[config.mk]
export PLATFORM = sky130hd
export DESIGN_NAME = bitmap_slot_allocator_flat
export DESIGN_NICKNAME = d
export VERILOG_FILES = /design/src/rtl/core/bsa_pkg.sv /design/src/rtl/core/bsa_cmd_if.sv /design/src/rtl/core/bsa_res_if.sv /design/src/rtl/core/bsa_ram.sv /design/src/rtl/core/bsa_word_eval.sv /design/src/rtl/core/bitmap_slot_allocator.sv /design/src/flat_wrapper.sv
export SDC_FILE = /design/constraint.sdc
export NUM_CORES = 1
export LEC_CHECK = 0
export BUFFER_PORTS_ARGS = -buffer_cell sky130_fd_sc_hd__buf_2
export CORE_MARGIN = 3
export CORE_UTILIZATION = 43
export CTS_CLUSTER_DIAMETER = 200
export CTS_CLUSTER_SIZE = 24
export DETAILED_ROUTE_END_ITERATION = 12
export HOLD_SLACK_MARGIN = 0.08
export PLACE_DENSITY = 0.67
export SLEW_MARGIN = 30
export SYNTH_ARGS = -nofsm -noshare
export SYNTH_HDL_FRONTEND = slang
export SYNTH_HIERARCHICAL = 1
export SYNTH_SLANG_ARGS = --single-unit
[constraint.sdc]
create_clock -name clk -period 5.37 [get_ports clk]
set_input_delay 0.537 -clock clk [delete_from_list [all_inputs] [get_ports clk]]
set_output_delay 0.537 -clock clk [all_outputs]
set_load 0.05 [all_outputs]
[src/rtl/core/bsa_pkg.sv]
// Package for the bitmap slot allocator: widths, command codes and shared types.
// No dependencies; the interfaces, the word evaluator and the top level import it.
`timescale 1ns / 1ps

package bsa_pkg;

  localparam int MAX_SLOTS = 64;
  localparam int WORD_W    = 8;
  localparam int NUM_WORDS = MAX_SLOTS / WORD_W;
  localparam int WADDR_W   = $clog2(NUM_WORDS);
  localparam int BIT_W     = $clog2(WORD_W);
  localparam int POP_W     = $clog2(WORD_W + 1);
  localparam int SLOT_W    = 6;
  localparam int CAP_W     = 7;
  localparam int CNT_W     = 7;
  localparam int CMD_W     = 3;

  localparam logic [CMD_W-1:0] CMD_ALLOC   = 3'd0;
  localparam logic [CMD_W-1:0] CMD_RELEASE = 3'd1;
  localparam logic [CMD_W-1:0] CMD_MARK    = 3'd2;
  localparam logic [CMD_W-1:0] CMD_QUERY   = 3'd3;
  localparam logic [CMD_W-1:0] CMD_CLEAR   = 3'd4;

  typedef struct packed {
    logic [CMD_W-1:0]  command;
    logic [SLOT_W-1:0] slot;
  } cmd_word_t;

  typedef struct packed {
    logic [SLOT_W-1:0] slot_out;
    logic              found;
    logic              slot_free;
    logic [CNT_W-1:0]  used_count;
    logic [CNT_W-1:0]  free_count;
    logic              range_error;
  } res_word_t;

  // Summary of one bitmap word, restricted to the active slots.
  typedef struct packed {
    logic [POP_W-1:0] pop;
    logic             any_free;
    logic [BIT_W-1:0] pos;
  } eval_t;

endpackage

[src/rtl/core/bsa_cmd_if.sv]
// Request channel of the slot allocator: valid/ready plus one command word.
// Depends on bsa_pkg.
`timescale 1ns / 1ps

interface bsa_cmd_if import bsa_pkg::*; ();
  logic      valid;
  logic      ready;
  cmd_word_t data;

  modport source (output valid, output data, input ready);
  modport sink   (input valid, input data, output ready);
endinterface

[src/rtl/core/bsa_res_if.sv]
// Result channel of the slot allocator: valid/ready plus one result word.
// Depends on bsa_pkg.
`timescale 1ns / 1ps

interface bsa_res_if import bsa_pkg::*; ();
  logic      valid;
  logic      ready;
  res_word_t data;

  modport source (output valid, output data, input ready);
  modport sink   (input valid, input data, output ready);
endinterface

[src/rtl/core/bsa_ram.sv]
// Generic simple dual-port RAM, one write and one registered read per cycle.
// No dependencies.
`timescale 1ns / 1ps

module bsa_ram #(
  parameter int DATA_W = 8,
  parameter int DEPTH  = 8,
  parameter int ADDR_W = $clog2(DEPTH)
) (
  input  logic              clk,
  input  logic              we,
  input  logic [ADDR_W-1:0] waddr,
  input  logic [DATA_W-1:0] wdata,
  input  logic [ADDR_W-1:0] raddr,
  output logic [DATA_W-1:0] rdata
);

  logic [DATA_W-1:0] mem [DEPTH];

  always_ff @(posedge clk) begin
    if (we) begin
      mem[waddr] <= wdata;
    end
    rdata <= mem[raddr];
  end

endmodule

[src/rtl/core/bsa_word_eval.sv]
// Evaluates one bitmap word: used count and lowest free bit among active slots.
// Depends on bsa_pkg.
`timescale 1ns / 1ps

module bsa_word_eval import bsa_pkg::*; (
  input  logic [WORD_W-1:0]  word_i,
  input  logic [WADDR_W-1:0] widx_i,
  input  logic [CAP_W-1:0]   cap_i,
  output eval_t              eval_o
);

  logic [WORD_W-1:0] active;
  logic [WORD_W-1:0] used_bits;
  logic [WORD_W-1:0] free_bits;

  always_comb begin
    for (int j = 0; j < WORD_W; j++) begin
      active[j] = ({1'b0, widx_i, BIT_W'(j)} < cap_i);
    end
    used_bits = word_i & active;
    free_bits = ~word_i & active;

    eval_o.pop = '0;
    for (int j = 0; j < WORD_W; j++) begin
      eval_o.pop = eval_o.pop + POP_W'(used_bits[j]);
    end

    // lowest free bit wins
    eval_o.pos = '0;
    for (int j = WORD_W - 1; j >= 0; j--) begin
      if (free_bits[j]) begin
        eval_o.pos = BIT_W'(j);
      end
    end
    eval_o.any_free = |free_bits;
  end

endmodule

[src/rtl/core/bitmap_slot_allocator.sv]
// Top level of the bitmap slot allocator: control sequencer, bitmap RAM, word evaluator.
// Depends on bsa_pkg, bsa_cmd_if, bsa_res_if, bsa_ram and bsa_word_eval.
`timescale 1ns / 1ps
//
//  channel   | direction | handshake        | word
//  ----------+-----------+------------------+----------------------------------
//  in_if     | in        | valid/ready      | command, slot
//  out_if    | out       | valid/ready      | slot_out, found, slot_free,
//            |           |                  | used_count, free_count, range_error
//  cfg_*     | in        | cfg_we only      | active_slots (7 bits)
//
//  Sequence: clear writes zeros to the 8 RAM words, then passes through the
//  apply state and into the output register;
//  every other command makes a read sweep over the 8 RAM
//  words (one word per cycle, registered read), then a modify/write step
//  and a step into the output register. The single RAM read port sets this pace.
//  Reset: after rst_n the sequencer sweeps zeros through all NUM_WORDS (8)
//  bitmap RAM words with in_if.ready low; cfg writes are taken throughout.
//  Stalls: a finished result sits in the output register while the next
//  request is accepted; a new result waits only if that register is still full.

module bitmap_slot_allocator import bsa_pkg::*; (
  input  logic             clk,
  input  logic             rst_n,
  bsa_cmd_if.sink          in_if,
  bsa_res_if.source        out_if,
  input  logic             cfg_we,
  input  logic [CAP_W-1:0] cfg_wdata
);

  localparam logic [2:0] ST_INIT  = 3'd0;
  localparam logic [2:0] ST_IDLE  = 3'd1;
  localparam logic [2:0] ST_SCAN  = 3'd2;
  localparam logic [2:0] ST_CLR   = 3'd3;
  localparam logic [2:0] ST_APPLY = 3'd4;
  localparam logic [2:0] ST_OUT   = 3'd5;

  // Control state
  logic [2:0]         state_r, state_nxt;
  logic [WADDR_W:0]   cnt_r, cnt_nxt;       // sweep counter, reaches NUM_WORDS
  logic [CAP_W-1:0]   active_r;             // active_slots register
  logic               out_valid_r, out_valid_nxt;
  logic               found_r, found_nxt;

  // Payload state
  logic [CMD_W-1:0]   cmd_r, cmd_nxt;
  logic [SLOT_W-1:0]  slot_r, slot_nxt;
  logic [CNT_W-1:0]   acc_r, acc_nxt;       // used slots seen by the sweep
  logic [SLOT_W-1:0]  gidx_r, gidx_nxt;     // first free slot
  logic [WORD_W-1:0]  gword_r, gword_nxt;   // word holding the first free slot
  logic [WORD_W-1:0]  tword_r, tword_nxt;   // word holding the addressed slot
  res_word_t          res_r, res_nxt;
  res_word_t          out_data_r, out_data_nxt;

  // RAM port
  logic               ram_we;
  logic [WADDR_W-1:0] ram_waddr;
  logic [WORD_W-1:0]  ram_wdata;
  logic [WADDR_W-1:0] ram_raddr;
  logic [WORD_W-1:0]  ram_rdata;

  logic [CAP_W-1:0]   cap;
  logic [WADDR_W-1:0] eidx;
  eval_t              ev;
  logic               in_fire;

  logic [BIT_W-1:0]   sbit;
  logic [WORD_W-1:0]  smask;
  logic               old_bit;
  logic               in_range;
  logic [CNT_W-1:0]   used_new;

  assign cap = (active_r > CAP_W'(MAX_SLOTS)) ? CAP_W'(MAX_SLOTS) : active_r;

  assign in_if.ready  = (state_r == ST_IDLE);
  assign in_fire      = in_if.valid && in_if.ready;
  assign out_if.valid = out_valid_r;
  assign out_if.data  = out_data_r;

  // word being evaluated in the sweep arrives in the cycle after its read
  assign eidx = WADDR_W'(cnt_r - 1'b1);

  bsa_ram #(
    .DATA_W (WORD_W),
    .DEPTH  (NUM_WORDS)
  ) u_ram (
    .clk   (clk),
    .we    (ram_we),
    .waddr (ram_waddr),
    .wdata (ram_wdata),
    .raddr (ram_raddr),
    .rdata (ram_rdata)
  );

  bsa_word_eval u_eval (
    .word_i (ram_rdata),
    .widx_i (eidx),
    .cap_i  (cap),
    .eval_o (ev)
  );

  // slot addressed by release / mark / query
  assign sbit     = slot_r[BIT_W-1:0];
  assign smask    = WORD_W'(1) << sbit;
  assign old_bit  = tword_r[sbit];
  assign in_range = ({1'b0, slot_r} < cap);

  always_comb begin
    state_nxt     = state_r;
    cnt_nxt       = cnt_r;
    out_valid_nxt = out_valid_r;
    found_nxt     = found_r;
    cmd_nxt       = cmd_r;
    slot_nxt      = slot_r;
    acc_nxt       = acc_r;
    gidx_nxt      = gidx_r;
    gword_nxt     = gword_r;
    tword_nxt     = tword_r;
    res_nxt       = res_r;
    out_data_nxt  = out_data_r;
    used_new      = acc_r;

    ram_we    = 1'b0;
    ram_waddr = cnt_r[WADDR_W-1:0];
    ram_wdata = '0;
    ram_raddr = cnt_r[WADDR_W-1:0];

    if (out_valid_r && out_if.ready) begin
      out_valid_nxt = 1'b0;
    end

    case (state_r)
      ST_INIT: begin
        // zero sweep after reset
        ram_we = 1'b1;
        if (cnt_r == (WADDR_W+1)'(NUM_WORDS - 1)) begin
          cnt_nxt   = '0;
          state_nxt = ST_IDLE;
        end else begin
          cnt_nxt = cnt_r + 1'b1;
        end
      end

      ST_IDLE: begin
        if (in_fire) begin
          cmd_nxt   = in_if.data.command;
          slot_nxt  = in_if.data.slot;
          cnt_nxt   = '0;
          acc_nxt   = '0;
          found_nxt = 1'b0;
          gidx_nxt  = '0;
          state_nxt = (in_if.data.command == CMD_CLEAR) ? ST_CLR : ST_SCAN;
        end
      end

      ST_CLR: begin
        ram_we = 1'b1;
        if (cnt_r == (WADDR_W+1)'(NUM_WORDS - 1)) begin
          state_nxt = ST_APPLY;
        end else begin
          cnt_nxt = cnt_r + 1'b1;
        end
      end

      ST_SCAN: begin
        // read word cnt, evaluate word cnt-1
        if (cnt_r != '0) begin
          acc_nxt = acc_r + CNT_W'(ev.pop);
          if (!found_r && ev.any_free) begin
            found_nxt = 1'b1;
            gidx_nxt  = {eidx, ev.pos};
            gword_nxt = ram_rdata;
          end
          if (eidx == slot_r[SLOT_W-1:BIT_W]) begin
            tword_nxt = ram_rdata;
          end
        end
        if (cnt_r == (WADDR_W+1)'(NUM_WORDS)) begin
          state_nxt = ST_APPLY;
        end else begin
          cnt_nxt = cnt_r + 1'b1;
        end
      end

      ST_APPLY: begin
        res_nxt = '0;
        case (cmd_r)
          CMD_ALLOC: begin
            if (found_r) begin
              ram_we           = 1'b1;
              ram_waddr        = gidx_r[SLOT_W-1:BIT_W];
              ram_wdata        = gword_r | (WORD_W'(1) << gidx_r[BIT_W-1:0]);
              used_new         = acc_r + CNT_W'(1);
              res_nxt.slot_out = gidx_r;
              res_nxt.found    = 1'b1;
            end
          end
          CMD_RELEASE: begin
            if (!in_range) begin
              res_nxt.range_error = 1'b1;
            end else begin
              ram_we    = 1'b1;
              ram_waddr = slot_r[SLOT_W-1:BIT_W];
              ram_wdata = tword_r & ~smask;
              used_new  = acc_r - CNT_W'(old_bit);
            end
          end
          CMD_MARK: begin
            if (!in_range) begin
              res_nxt.range_error = 1'b1;
            end else begin
              ram_we    = 1'b1;
              ram_waddr = slot_r[SLOT_W-1:BIT_W];
              ram_wdata = tword_r | smask;
              used_new  = acc_r + CNT_W'(!old_bit);
            end
          end
          CMD_QUERY: begin
            if (!in_range) begin
              res_nxt.range_error = 1'b1;
            end else begin
              res_nxt.slot_free = !old_bit;
            end
          end
          default: begin
            // clear (bitmap already zeroed, acc is zero) and unused codes
          end
        endcase
        res_nxt.used_count = used_new;
        res_nxt.free_count = cap - used_new;
        state_nxt = ST_OUT;
      end

      ST_OUT: begin
        if (!out_valid_r || out_if.ready) begin
          out_valid_nxt = 1'b1;
          out_data_nxt  = res_r;
          state_nxt     = ST_IDLE;
        end
      end

      default: begin
        state_nxt = ST_IDLE;
      end
    endcase
  end

  always_ff @(posedge clk) begin
    if (!rst_n) begin
      state_r     <= ST_INIT;
      cnt_r       <= '0;
      active_r    <= CAP_W'(64);
      out_valid_r <= 1'b0;
      found_r     <= 1'b0;
    end else begin
      state_r     <= state_nxt;
      cnt_r       <= cnt_nxt;
      out_valid_r <= out_valid_nxt;
      found_r     <= found_nxt;
      if (cfg_we) begin
        active_r <= cfg_wdata;
      end
    end
  end

  always_ff @(posedge clk) begin
    cmd_r      <= cmd_nxt;
    slot_r     <= slot_nxt;
    acc_r      <= acc_nxt;
    gidx_r     <= gidx_nxt;
    gword_r    <= gword_nxt;
    tword_r    <= tword_nxt;
    res_r      <= res_nxt;
    out_data_r <= out_data_nxt;
  end

`ifndef SYNTH
  // a grant never comes with a range error
  a_grant_no_err: assert property (@(posedge clk) disable iff (!rst_n)
    out_if.valid |-> !(out_if.data.found && out_if.data.range_error))
    else $error("grant reported together with range error");

  // counts never exceed the bitmap size
  a_count_bound: assert property (@(posedge clk) disable iff (!rst_n)
    out_if.valid |->
      ({1'b0, out_if.data.used_count} + {1'b0, out_if.data.free_count}
       <= (CNT_W+1)'(MAX_SLOTS)))
    else $error("used plus free count exceeds slot total");

  // the bitmap is only written while a request or the init sweep is running
  a_no_idle_write: assert property (@(posedge clk) disable iff (!rst_n)
    ram_we |-> (state_r != ST_IDLE && state_r != ST_OUT))
    else $error("bitmap write outside of a request");

  // an accepted request always starts a sweep
  a_accept_sweep: assert property (@(posedge clk) disable iff (!rst_n)
    in_fire |=> (state_r == ST_SCAN || state_r == ST_CLR))
    else $error("accepted request did not start a sweep");
`endif

endmodule
[src/flat_wrapper.sv]
// flat-port wrapper written by rule: the top's interface ports become plain ports
module bitmap_slot_allocator_flat import bsa_pkg::*;
  (clk, rst_n, cfg_we, cfg_wdata, in_if_valid, in_if_data, in_if_ready, out_if_valid, out_if_data, out_if_ready);
  bsa_cmd_if in_if_i ();
  bsa_res_if out_if_i ();
  input  logic clk;
  input  logic rst_n;
  input  logic cfg_we;
  input  logic [CAP_W-1:0] cfg_wdata;
  input wire logic [$bits(in_if_i.valid)-1:0] in_if_valid;
  input wire logic [$bits(in_if_i.data)-1:0] in_if_data;
  output wire logic [$bits(in_if_i.ready)-1:0] in_if_ready;
  output wire logic [$bits(out_if_i.valid)-1:0] out_if_valid;
  output wire logic [$bits(out_if_i.data)-1:0] out_if_data;
  input wire logic [$bits(out_if_i.ready)-1:0] out_if_ready;
  assign in_if_i.valid = in_if_valid;
  assign in_if_i.data = in_if_data;
  assign in_if_ready = in_if_i.ready;
  assign out_if_valid = out_if_i.valid;
  assign out_if_data = out_if_i.data;
  assign out_if_i.ready = out_if_ready;
  bitmap_slot_allocator u_core (.clk(clk), .rst_n(rst_n), .in_if(in_if_i), .out_if(out_if_i), .cfg_we(cfg_we), .cfg_wdata(cfg_wdata));
endmodule
==> impl_metrics.toml <==
[clock_network]
cts-root-buf = "clkbuf_16"
cts_buffers = 17
worstSkewPairLatency_ns = 0.43
cts_hold_buf = 0
cts_tree = "built"
clk_pin_slew_worst_paths_ns = 0.08
numClockSinks = 172
clk_path_buf_depth = 2
cts.htree.levels = 4

[pwr]
vdd_ir_drop_max_uv = 342
p_int_uw = 2900
combPwrFrac_pct = 31.8
p_seq_share_pct = 38.6
p_leak_uw = 0.00349
power_density_nw_per_um2 = 444
p_sw_uw = 1440
p_sw_share_pct = 33.1
clock_power_share_pct = 29.6

[yosys]
yosysUniqueCellTypes = 76
syn_area_um2 = 8450
synth_ff_type = "edfxtp_1"
synth-seq-cells = 172
synth-edff-count = 148
syn-num-nets = 717
ys_seq_area_share_pct = 58.3
avgSynthCellArea_um2 = 12.8
synth_warnings = 6
ys_async_sr_fraction_pct = 0
syn_inst = 661

[outcome]
violations = "design-rule violations"
status = "finished with violations"

[setup_path]
regToRegStartpoint = "u_core/cnt_r[0]"
cp_data_arrival_time_ns = 5.53
r2r_slack_ns = 0.01
r2r-end = "u_core/acc_r[6]"
crit_path_max_fanout = 3
end_kind = "register"
crit_required_ns = 5.54
path_class = "register to register"
rr_worst_depth = 25
critPathLaunchType = "register"

[timing]
clock_skew_ns = 0.0104
fmax_mhz = 187
tightest_slew_ns = 0.950
finalSetupViolations = 0
hold_slack_ns = 0.279
fin_setup_tns_ns = 0
fin_crit_ns = 5.36
relSlewSlack_pct = 36.5
hold_violations = 0
finalCritPeriodShare_pct = 99.8
rsz0062_at_grt = "true"
maxSlewViolCount = 0

[place]
dpl.hpwl_mm = 13.5
place.gp.congestion = 0.883
placed_area_um2 = 8990
port_buffers = 45
dp.cells = 949

[routing]
wl_mm = 18.7
drc_errors = 1
post_drt_via_cell_ratio = 5.52
drt.antenna.violating_nets = 0
routedWlPerCell_um = 19.0
dr.pass1.iters = 9
dr_total_vias = 5438
drt-initial-drc-count = 394

[floorplan]
die_y_um = 146
floorplan.initialDensity_pct = 44.4
dieArea_um2 = 21400
die_x_um = 146
num_rows = 50
boundaryPins = 46
core_area_um2 = 19000

[global_route]
overflow = 0
grt_usage_pct = 17.8
grt_pass1_wl_mm = 29.5
grt_max_degree = 27
grt_pass1_vias = 5362
antenna_found_initial = 0

[min_path]
holdPathStages = 1
hold_start = "in_if_data[5]"
min_path_type = "primary input to register"
whs_endpoint = "u_core/slot_r[5]"

[cells_and_area]
final_cells = 985
drive_above_1_share_pct = 20.8
nNetsFinal = 768
antenna_cells = 0
design_area_um2 = 9760
syn_to_final_growth_pct = 15.5

[job]
maxCapViolations = 0
==> state kept, by name, summed over array words and instances (netlist names), 4 cells and up <==
| name | flops |
|---|---|
| u_core/u_ram/rdata | 8 |
| u_core/cnt_r | 4 |
| u_core/active_r | 7 |
| u_core/slot_r | 6 |
| u_core/gidx_r | 6 |
| u_core/out_if.data | 23 |
| u_core/acc_r | 7 |
| u_core/gword_r | 8 |
| u_core/u_ram/mem | 64 |
| u_core/res_r | 23 |
| u_core/tword_r | 8 |
==> synthesized netlist by cell type (10+ instances only) <==
master,number,area share (%)
nor2_1,58,2.6
a21oi_1,32,1.9
nor3_1,12,0.71
inv_1,44,2.0
edfxtp_1,148,53
xnor2_1,14,1.5
mux2i_1,12,1.4
nor2b_1,13,0.96
dfxtp_1,24,5.7
mux4_1,15,4.7
nand2b_1,17,1.3
clkbuf_1,15,0.67
nand3_1,10,0.59
nand2_1,39,1.7
ha_1,29,4.3
o21ai_0,31,1.8
and2_1,11,0.81
mux2_2,10,1.3
buf_2,10,0.59
==> area by class of cell <==
class                           instances  area [um2]
Sequential cell                       172        4930
Clock inverter                         15         220
Multi-Input combinational cell        414        3330
Clock buffer                           17         425
Tap cell                              260         325
Timing Repair Buffer                   63         360
Fill cell                            1624        9260
Inverter                               44         170
==> cells by family after synthesis <==
family,synth area share (%)
AO/OA/AOI/OAI,10.1
XOR/XNOR,2.07
buffers and inverters,3.89
multiplexers,8.22
adder cells (fa/ha/maj),5.72
flip-flops,58.3
AND/OR/NAND/NOR,11.8
==> power by group through the flow <==
| stage | clock network (uW) | logic [uW] | registers, uW |
|---|---|---|---|
| 6_report | 1280 | 1380 | 1670 |
| 5_1_grt | 1380 | 1570 | 1680 |
| 4_1_cts | 1310 | 1210 | 1670 |
| 2_1_floorplan | 0 | 984 | 1640 |
| 3_3_place_gp | 0 | 1140 | 1690 |
| 3_5_place_dp | 0 | 1200 | 1700 |
==> per-layer routing <==
layer	routed length (um)	up-vias	GRT usage (%)
li1	-	2554	-
met1	8170	2664	23.8
met2	9090	197	29.3
met3	1170	23	4.13
met4	280	0	5.27
met5	0	-	0
==> critical path, stage by stage (launching register included) <==
cell      delay, ns
dfxtp_4        0.36
inv_4          0.04
ha_4           0.17
xor2_4         0.16
ha_4           0.30
and4b_2        0.29
nand2_2        0.10
o21ai_2        0.16
nor2_2         0.06
fa_1           0.50
inv_2          0.04
fa_1           0.55
inv_2          0.04
fa_1           0.53
ha_2           0.19
inv_2          0.04
fa_2           0.43
inv_2          0.10
inv_2          0.04
fa_2           0.34
nor2b_2        0.13
o21ai_1        0.08
nand2b_1       0.11
and3_4         0.20
xnor2_2        0.10
nor2_1         0.05
==> repair_timing <==
item,CTS,global route
cloned,0,0
resized for setup,2,19
buffers inserted,0,4
pin swaps,1,15
endpoints found under the setup margin,2,4
endpoints found under the hold margin,0,0
==> worst max path at each step <==
stage                    startpoint         endpoint  slack [ns]  cells past startpoint
floorplan           u_core/cnt_r[0]  u_core/acc_r[5]        0.02                     25
global placement    u_core/cnt_r[0]  u_core/acc_r[6]        0.12                     25
detailed placement  u_core/cnt_r[0]  u_core/acc_r[5]       -0.03                     24
CTS                 u_core/cnt_r[1]  u_core/acc_r[5]        0.02                     24
global route        u_core/cnt_r[0]  u_core/acc_r[5]       -0.19                     24
finish              u_core/cnt_r[0]  u_core/acc_r[6]        0.01                     25
==> per-stage QoR <==
| step | setup slack (ns) | utilization [%] | total power, uW |
|---|---|---|---|
| finish | 0.0113 | 51.3 | 4330 |
| global route | -0.190 | 51.3 | 4630 |
| CTS | 0.0223 | 50.7 | 4190 |
| detailed placement | -0.0276 | 47.3 | 2890 |
| global placement | 0.117 | 47.3 | 2830 |
| floorplan | 0.0162 | - | 2630 |
==> cell usage in the layout, fill, tap and decap left out, types with 5 or more instances in the layout <==
master,instances
nand3_1,10
inv_2,6
nand2b_1,17
o21ai_0,28
nand2_1,38
mux2_2,10
edfxtp_1,148
mux2i_1,12
a211oi_1,5
ha_1,24
nor2_1,57
clkbuf_16,17
a31oi_1,5
a21oi_1,31
nor2b_1,12
clkinv_8,6
mux4_1,15
o21ai_1,5
nand3b_1,6
dfxtp_1,22
nor3_1,12
a21o_1,5
buf_2,45
xnor2_1,13
buf_4,18
and2_1,10
inv_1,36
Power figures use the tool's default switching activity.
